[src/hw/rtl/yrgb_pkg.sv]
// ----------------------------------------------------------------------------
// yrgb_pkg
// Shared types, coefficients and helpers of the YUYV 4:2:2 to RGB888 unit.
// ----------------------------------------------------------------------------
package yrgb_pkg;

  // Q16 coefficients, kept signed with one spare bit for the multiplies
  localparam int COEF_W = 18;
  localparam logic signed [COEF_W-1:0] COEF_RV = 18'sd92242;
  localparam logic signed [COEF_W-1:0] COEF_GU = 18'sd22643;
  localparam logic signed [COEF_W-1:0] COEF_GV = 18'sd46983;
  localparam logic signed [COEF_W-1:0] COEF_BU = 18'sd116589;

  localparam logic signed [8:0] CHROMA_OFFSET = 9'sd128;
  localparam logic [7:0]        CHAN_MAX      = 8'd255;

  // Q16 sums: 24-bit luma term plus a chroma term under 2^24, with sign
  localparam int SUM_W = 27;

  // Configuration register indexes
  localparam int CFG_IDX_W = 1;
  localparam logic [CFG_IDX_W-1:0] CFG_WIDTH_PAIRS  = 1'd0;
  localparam logic [CFG_IDX_W-1:0] CFG_IMAGE_HEIGHT = 1'd1;
  localparam int CFG_DATA_W     = 11;
  localparam int WIDTH_REG_W    = 10;
  localparam int HEIGHT_REG_W   = 11;
  localparam logic [WIDTH_REG_W-1:0]  WIDTH_PAIRS_RESET  = 10'd160;
  localparam logic [HEIGHT_REG_W-1:0] IMAGE_HEIGHT_RESET = 11'd240;

  typedef struct packed {
    logic [7:0] luma_even;
    logic [7:0] chroma_u;
    logic [7:0] luma_odd;
    logic [7:0] chroma_v;
  } in_word_t;

  typedef struct packed {
    logic [7:0] red_even;
    logic [7:0] green_even;
    logic [7:0] blue_even;
    logic [7:0] red_odd;
    logic [7:0] green_odd;
    logic [7:0] blue_odd;
    logic       row_end;
    logic       frame_end;
  } out_word_t;

  typedef struct packed {
    logic signed [SUM_W-1:0] red;
    logic signed [SUM_W-1:0] green;
    logic signed [SUM_W-1:0] blue;
  } chroma_terms_t;

  typedef struct packed {
    logic [7:0] red;
    logic [7:0] green;
    logic [7:0] blue;
  } rgb_t;

  typedef struct packed {
    logic row_last;
    logic frame_last;
  } pos_flags_t;

  // Negative -> 0, floor the Q16 sum, saturate at 255
  function automatic logic [7:0] clamp_q16(input logic signed [SUM_W-1:0] sum);
    logic [7:0] res;
    if (sum[SUM_W-1]) begin
      res = 8'd0;
    end else if (|sum[SUM_W-2:24]) begin
      res = CHAN_MAX;
    end else begin
      res = sum[23:16];
    end
    return res;
  endfunction

endpackage

[src/hw/rtl/yrgb_chroma.sv]
// ----------------------------------------------------------------------------
// yrgb_chroma
// Chroma products shared by both pixels of a pair (constant multiplies).
// ----------------------------------------------------------------------------
module yrgb_chroma
  import yrgb_pkg::*;
(
  input  logic [7:0]    chroma_u,
  input  logic [7:0]    chroma_v,
  output chroma_terms_t terms
);

  logic signed [8:0] u_c;
  logic signed [8:0] v_c;
  logic signed [SUM_W-1:0] u_ext;
  logic signed [SUM_W-1:0] v_ext;

  assign u_c   = $signed({1'b0, chroma_u}) - CHROMA_OFFSET;
  assign v_c   = $signed({1'b0, chroma_v}) - CHROMA_OFFSET;
  assign u_ext = SUM_W'(u_c);
  assign v_ext = SUM_W'(v_c);

  // all products fit well inside SUM_W bits
  assign terms.red   = SUM_W'(COEF_RV * v_ext);
  assign terms.green = SUM_W'(-(COEF_GU * u_ext) - (COEF_GV * v_ext));
  assign terms.blue  = SUM_W'(COEF_BU * u_ext);

endmodule

[src/hw/rtl/yrgb_pixel.sv]
// ----------------------------------------------------------------------------
// yrgb_pixel
// Adds one luma to the shared chroma terms and clamps each channel.
// ----------------------------------------------------------------------------
module yrgb_pixel
  import yrgb_pkg::*;
(
  input  logic [7:0]    luma,
  input  chroma_terms_t terms,
  output rgb_t          rgb
);

  logic signed [SUM_W-1:0] base;

  assign base = $signed({3'b000, luma, 16'h0000});

  assign rgb.red   = clamp_q16(base + terms.red);
  assign rgb.green = clamp_q16(base + terms.green);
  assign rgb.blue  = clamp_q16(base + terms.blue);

endmodule

[src/hw/rtl/yrgb_position.sv]
// ----------------------------------------------------------------------------
// yrgb_position
// Size registers plus pair/row counters; flags the last pair of row and frame.
// ----------------------------------------------------------------------------
module yrgb_position
  import yrgb_pkg::*;
#(
  parameter int MAX_WIDTH_PAIRS = 512,
  parameter int MAX_HEIGHT      = 1024
) (
  input  logic                  clk,
  input  logic                  rst,
  input  logic                  cfg_write,
  input  logic [CFG_IDX_W-1:0]  cfg_index,
  input  logic [CFG_DATA_W-1:0] cfg_data,
  input  logic                  step,
  output pos_flags_t            flags
);

  localparam int COL_W  = (MAX_WIDTH_PAIRS > 1) ? $clog2(MAX_WIDTH_PAIRS) : 1;
  localparam int ROW_W  = (MAX_HEIGHT > 1) ? $clog2(MAX_HEIGHT) : 1;
  localparam int WLIM_W = ($clog2(MAX_WIDTH_PAIRS + 1) > WIDTH_REG_W) ?
                          $clog2(MAX_WIDTH_PAIRS + 1) : WIDTH_REG_W;
  localparam int HLIM_W = ($clog2(MAX_HEIGHT + 1) > HEIGHT_REG_W) ?
                          $clog2(MAX_HEIGHT + 1) : HEIGHT_REG_W;
  localparam int WCMP_W = ((WLIM_W > COL_W) ? WLIM_W : COL_W) + 1;
  localparam int HCMP_W = ((HLIM_W > ROW_W) ? HLIM_W : ROW_W) + 1;

  logic [WIDTH_REG_W-1:0]  width_pairs;
  logic [HEIGHT_REG_W-1:0] image_height;
  logic [COL_W-1:0]        pair_column;
  logic [ROW_W-1:0]        row_index;
  logic [WCMP_W-1:0]       wlim;
  logic [HCMP_W-1:0]       hlim;
  logic [WCMP_W-1:0]       col_plus;
  logic [HCMP_W-1:0]       row_plus;

  // zero means one, oversize saturates
  always_comb begin
    if (width_pairs == '0) begin
      wlim = WCMP_W'(1);
    end else if (WCMP_W'(width_pairs) > WCMP_W'(MAX_WIDTH_PAIRS)) begin
      wlim = WCMP_W'(MAX_WIDTH_PAIRS);
    end else begin
      wlim = WCMP_W'(width_pairs);
    end
    if (image_height == '0) begin
      hlim = HCMP_W'(1);
    end else if (HCMP_W'(image_height) > HCMP_W'(MAX_HEIGHT)) begin
      hlim = HCMP_W'(MAX_HEIGHT);
    end else begin
      hlim = HCMP_W'(image_height);
    end
  end

  assign col_plus         = WCMP_W'(pair_column) + WCMP_W'(1);
  assign row_plus         = HCMP_W'(row_index) + HCMP_W'(1);
  assign flags.row_last   = col_plus >= wlim;
  assign flags.frame_last = flags.row_last && (row_plus >= hlim);

  always_ff @(posedge clk) begin
    if (rst) begin
      width_pairs  <= WIDTH_PAIRS_RESET;
      image_height <= IMAGE_HEIGHT_RESET;
    end else if (cfg_write) begin
      case (cfg_index)
        CFG_WIDTH_PAIRS:  width_pairs  <= cfg_data[WIDTH_REG_W-1:0];
        CFG_IMAGE_HEIGHT: image_height <= cfg_data[HEIGHT_REG_W-1:0];
        default: ;
      endcase
    end
  end

  always_ff @(posedge clk) begin
    if (rst) begin
      pair_column <= '0;
      row_index   <= '0;
    end else if (step) begin
      if (flags.row_last) begin
        pair_column <= '0;
        row_index   <= flags.frame_last ? '0 : row_plus[ROW_W-1:0];
      end else begin
        pair_column <= col_plus[COL_W-1:0];
      end
    end
  end

endmodule

[src/hw/rtl/yuyv422_to_rgb888_unit.sv]
// ----------------------------------------------------------------------------
// yuyv422_to_rgb888_unit
// YUYV 4:2:2 macro-pixel to two RGB888 pixels, BT.601-style coefficients.
// ----------------------------------------------------------------------------
//
//  channel | direction | handshake            | word
//  --------+-----------+----------------------+----------------------------
//  in      | input     | in_valid / in_stall  | in_word  (Y0, U, Y1, V)
//  out     | output    | out_valid / out_stall| out_word (RGB even, RGB odd,
//          |           |                      |           row_end, frame_end)
//  cfg     | input     | cfg_write            | cfg_index, cfg_data
//
//  One word per cycle sustained while out_stall is low; each word passes the
//  input register, then the result register after the multiply/clamp pass.
//  Row and frame flags are taken from the pair/row counters when the word
//  is accepted.
//  Synchronous reset: pipeline empty, counters zero, sizes 160 x 240.
//  out_stall holds the result register; the input register keeps accepting
//  while it is free, so a waiting result does not block the next word.
//
module yuyv422_to_rgb888_unit
  import yrgb_pkg::*;
#(
  parameter int MAX_WIDTH_PAIRS = 512,
  parameter int MAX_HEIGHT      = 1024
) (
  input  logic                  clk,
  input  logic                  rst,
  // configuration
  input  logic                  cfg_write,
  input  logic [CFG_IDX_W-1:0]  cfg_index,
  input  logic [CFG_DATA_W-1:0] cfg_data,
  // input words
  input  logic                  in_valid,
  output logic                  in_stall,
  input  in_word_t              in_word,
  // result words
  output logic                  out_valid,
  input  logic                  out_stall,
  output out_word_t             out_word
);

  // stage 1: captured input word plus its position flags
  logic          s1_valid;
  in_word_t      s1_word;
  pos_flags_t    s1_flags;
  // stage 2: result register
  logic          s2_valid;
  out_word_t     s2_word;

  logic          s2_load;
  logic          s1_load;
  logic          accept;
  pos_flags_t    pos_flags;
  chroma_terms_t terms;
  rgb_t          rgb_even;
  rgb_t          rgb_odd;

  // result register frees up when empty or being taken this cycle
  assign s2_load  = s1_valid && (!s2_valid || !out_stall);
  assign s1_load  = !s1_valid || s2_load;
  assign in_stall = !s1_load;
  assign accept   = in_valid && !in_stall;

  yrgb_position #(
    .MAX_WIDTH_PAIRS(MAX_WIDTH_PAIRS),
    .MAX_HEIGHT     (MAX_HEIGHT)
  ) u_position (
    .clk      (clk),
    .rst      (rst),
    .cfg_write(cfg_write),
    .cfg_index(cfg_index),
    .cfg_data (cfg_data),
    .step     (accept),
    .flags    (pos_flags)
  );

  always_ff @(posedge clk) begin
    if (rst) begin
      s1_valid <= 1'b0;
    end else if (s1_load) begin
      s1_valid <= in_valid;
    end
  end

  always_ff @(posedge clk) begin
    if (accept) begin
      s1_word  <= in_word;
      s1_flags <= pos_flags;
    end
  end

  // chroma products shared by both pixels, then per-pixel add and clamp
  yrgb_chroma u_chroma (
    .chroma_u(s1_word.chroma_u),
    .chroma_v(s1_word.chroma_v),
    .terms   (terms)
  );

  yrgb_pixel u_pixel_even (
    .luma (s1_word.luma_even),
    .terms(terms),
    .rgb  (rgb_even)
  );

  yrgb_pixel u_pixel_odd (
    .luma (s1_word.luma_odd),
    .terms(terms),
    .rgb  (rgb_odd)
  );

  always_ff @(posedge clk) begin
    if (rst) begin
      s2_valid <= 1'b0;
    end else if (s2_load) begin
      s2_valid <= 1'b1;
    end else if (!out_stall) begin
      s2_valid <= 1'b0;
    end
  end

  always_ff @(posedge clk) begin
    if (s2_load) begin
      s2_word.red_even   <= rgb_even.red;
      s2_word.green_even <= rgb_even.green;
      s2_word.blue_even  <= rgb_even.blue;
      s2_word.red_odd    <= rgb_odd.red;
      s2_word.green_odd  <= rgb_odd.green;
      s2_word.blue_odd   <= rgb_odd.blue;
      s2_word.row_end    <= s1_flags.row_last;
      s2_word.frame_end  <= s1_flags.frame_last;
    end
  end

  assign out_valid = s2_valid;
  assign out_word  = s2_word;

  // a frame always ends on a row end
  a_frame_on_row: assert property (@(posedge clk) disable iff (rst)
    out_valid |-> (!out_word.frame_end || out_word.row_end))
    else $error("frame_end without row_end");

  // an empty input register never stalls the input
  a_empty_no_stall: assert property (@(posedge clk) disable iff (rst)
    !s1_valid |-> !in_stall)
    else $error("input stalled while input register empty");

  // a word moving into the result register shows up next cycle
  a_s1_to_out: assert property (@(posedge clk) disable iff (rst)
    s2_load |=> out_valid)
    else $error("result lost between stages");

  // results only come from the input register
  a_no_invent: assert property (@(posedge clk) disable iff (rst)
    (out_valid && !out_stall && !s1_valid) |=> !out_valid)
    else $error("result appeared without a source word");

endmodule

[config.mk]
export PLATFORM = sky130hd
export DESIGN_NAME = yuyv422_to_rgb888_unit
export DESIGN_NICKNAME = d
export VERILOG_FILES = /design/src/hw/rtl/yrgb_pkg.sv /design/src/hw/rtl/yrgb_chroma.sv /design/src/hw/rtl/yrgb_pixel.sv /design/src/hw/rtl/yrgb_position.sv /design/src/hw/rtl/yuyv422_to_rgb888_unit.sv
export SDC_FILE = /design/constraint.sdc
export NUM_CORES = 1
export LEC_CHECK = 0
export ABC_CLOCK_PERIOD_IN_PS = 10500
export BUFFER_PORTS_ARGS = -buffer_cell sky130_fd_sc_hd__buf_2
export CORE_MARGIN = 10
export CORE_UTILIZATION = 45
export CTS_CLUSTER_DIAMETER = 100
export DETAILED_ROUTE_END_ITERATION = 10
export GPL_TIMING_DRIVEN = 0
export MAX_ROUTING_LAYER = met4
export PLACE_DENSITY = 0.69
export RECOVER_POWER = 50
export SKIP_CTS_REPAIR_TIMING = 1
export SLEW_MARGIN = 30
export SYNTH_ARGS = -nofsm -noshare
export SYNTH_HDL_FRONTEND = slang
export SYNTH_SLANG_ARGS = --single-unit
[constraint.sdc]
create_clock -name clk -period 10.5 [get_ports clk]
set_clock_uncertainty 0.2 [all_clocks]
set_input_delay 1.575 -clock clk [delete_from_list [all_inputs] [get_ports clk]]
set_output_delay 1.575 -clock clk [all_outputs]
set_load 0.02 [all_outputs]
==> results by group <==
Global route
  – Total GRT Usage: approximately 18%
  – Initial antenna violation count: 0
  – Vias in the first global route: roughly 13000
  – Largest net degree at the start of global routing: 24
  – Global route overflow: 0
  – First-pass GRT wire length: between 60000 and 70000 microns

Die
  – Core box area: 37600 sq um
  – Die width: roughly 210 microns
  – Die area: ~46000 sq um
  – Starting density of the core: 45.5%
  – Std-Cell Rows: just over 70
  – Io pins: 101
  – Die height: between 200 and 250 microns

STA
  – Fmax: 99.9 MHz
  – Worst Tran Pin Value: 2.25 ns
  – Hold Vio Cnt, Final: 0
  – Slew Viols, Final: 10
  – Slew HR: -51.5%
  – Period utilization: between 90 and 100%
  – Tmin final: roughly 10 ns
  – Final Setup Violations: 0
  – Setup TNS: 0 ns

Critical path
  – Setup crit start kind: register
  – CP startpoint: s1_word[7]
  – CP required: approximately 11 ns
  – Reg2reg setup slack: between 0.4 and 0.5 ns
  – Cell mode on critical path: o21a_1
  – Worst path max stage delay: 0.52 ns
  – Crit path max fanout: 8
  – R2R depth: 39
  – Critical path capture point type: register
  – Worst flop-to-flop path startpoint: s1_word[7]
  – Critical Path AT: ~10 ns
  – Slowest CP cell: fa_1
  – R2r endpoint: out_word[39]
  – Crit Path Class: register to register

Synth
  – Count of state elements after synthesis: approximately 130
  – Asr flop ratio synth: 0%
  – Gate Count Post-Synth: between 1500 and 2000
  – Synth top area share: between 20% and 30%
  – Ranking of synthesized cells by area: ha_1, edfxtp_1, fa_1
  – Dominant cell type by area after synthesis: ha_1
  – Post-Syn Area per Cell: ~9.6 sq um
  – Top-count cell post-synth: ha_1
  – Post-Synthesis Net Count: roughly 2300
  – Register area share after synthesis: between 10% and 20%
  – Mapped Area: between 15000 and 20000 sq um
  – Post-synth top cells: ha_1, inv_1, a21oi_1
  – Synth cell types: 69
  – Synth warnings: 0
  – Dominant synthesized flop cell: edfxtp_1
  – Number of synthesized flops with an enable pin: 84

Hold path
  – WHS Path Cells: 0
  – Worst min-delay path class: register to register
  – Worst hold start: s1_flags[1]
  – Hold Crit Endpoint: out_word[1]

Placement
  – GP Congestion: between 0.9 and 1
  – DP Wirelength: 32200 microns
  – # port buffers: 100

Status
  – Status: finished with violations
  – Failing checks: max-capacitance violations, max-slew violations

Layout
  – Area Overhead vs Synth: 11.0%
  – Fill count: between 3000 and 4000
  – Diodes inserted: 0
  – Layout cells sized above 1: between 6 and 7%
  – Post-layout net count: 2484

Detailed routing
  – Detailed Route Iter0 Violations: 700
  – Post-Route WL: 38300 microns
  – Number of remaining DRC errors: 0
  – Routed len/inst: roughly 16 microns
  – Final ANT Viol Nets: 0
  – Vias/cell: ~5.3
  – Via count: about 13000
  – First drt pass iteration count: 5

Clocking
  – TritonCTS Sinks: approximately 130
  – Skew-Pair Late Insertion Delay: around 0.45 ns
  – Clock-pin slew on the worst setup and hold paths: roughly 0.06 ns
  – Total CTS buffers: 17
  – TritonCTS clock tree: yes
  – Root Buffer: clkbuf_16
  – CTS Buffer Depth: 2
  – H-tree level count: 4

Flow run
  – Max-cap violations: 1
registers in the layout, summed over array words and instances (netlist names):
signal	count
out_word	50
s1_word	32
u_position.image_height	11
u_position.row_index	10
u_position.width_pairs	10
u_position.pair_column	9
s1_flags	2
out_valid	1
s1_valid	1
per-layer routing:
| metal | wire [microns] | track usage [%] | vias up |
|---|---|---|---|
| met5 | 0 | - | - |
| met4 | 709 | 5.08 | 0 |
| met3 | 1550 | 3.29 | 51 |
| met2 | 18800 | 29.9 | 242 |
| met1 | 17300 | 20.9 | 6138 |
| li1 | - | - | 6484 |
layout by cell type, fill, tap and decap left out, types with 13 or more instances in the layout:
| cell type | count |
|---|---|
| inv_1 | 257 |
| a21o_1 | 45 |
| clkbuf_1 | 70 |
| buf_4 | 18 |
| a211oi_1 | 16 |
| nand3_1 | 36 |
| nor2b_1 | 13 |
| a21oi_1 | 130 |
| nor3_1 | 21 |
| buf_2 | 45 |
| dfxtp_1 | 42 |
| nand2_1 | 107 |
| nor2_1 | 76 |
| fa_1 | 118 |
| o21ai_1 | 14 |
| xor2_1 | 41 |
| o21ai_0 | 34 |
| o21a_1 | 62 |
| clkbuf_16 | 17 |
| o21bai_1 | 20 |
| ha_1 | 403 |
| edfxtp_1 | 84 |
| xnor2_1 | 75 |
layout make-up:
class	instances	area, sq um	area share (%)
Multi-Input combinational cell	1370	12700	67.0
Sequential cell	126	3360	17.7
Inverter	263	995	5.24
Tap cell	511	639	3.37
Timing Repair Buffer	121	613	3.23
Clock buffer	17	425	2.24
Clock inverter	15	163	0.857
Buffer	15	60.1	0.316
worst max-delay path by stage:
| stage | cells past startpoint | slack (ns) | end |
|---|---|---|---|
| floorplan | 36 | 1.25 | out_word[36] |
| global placement | 37 | 0.03 | out_word[39] |
| detailed placement | 37 | -0.1 | out_word[39] |
| CTS | 37 | -0.16 | out_word[39] |
| global route | 39 | -0.04 | out_word[38] |
| finish | 39 | 0.49 | out_word[39] |
kinds of logic (layout without fill, tap and decap cells):
logic type                 Yosys count  in the layout  synth area share [%]
adders and majority gates          521            521                  43.3
DFF                                126            126                  19.7
muxes                                7              7                 0.417
buffers and inverters              278            431                  6.10
AOI/OAI and AO/OA                  393            393                  15.2
and+or+nand+nor                    331            331                  9.28
xor gates and xnor gates           118            118                  6.09
per-stage QoR:
stage / hold WS (ns) / util (%) / area [sq um] / cells / setup WS, ns
2_1_floorplan: 0.200 / - / 17100 / 1774 / 1.25
3_3_place_gp: 0.207 / 48.6 / 18200 / 2385 / 0.0257
3_5_place_dp: 0.207 / 48.7 / 18300 / 2388 / -0.0968
4_1_cts: 0.219 / 50.3 / 18900 / 2420 / -0.160
5_1_grt: 0.225 / 50.5 / 19000 / 2438 / -0.0445
6_report: 0.222 / 50.5 / 19000 / 2438 / 0.488
worst max-delay path, delay by kind of cell, from the launching register on:
kind | cells | cell delay, ns
AOI/OAI and AO/OA | 15 | 2.93
xor gates and xnor gates | 2 | 0.37
adders and majority gates | 9 | 3.37
buffers and inverters | 6 | 0.84
DFF | 1 | 0.51
and+or+nand+nor | 7 | 1.54
Power is left out: the tool's default activity adds up to more than one toggle a clock period on the data nets, which glitch-free logic cannot reach.
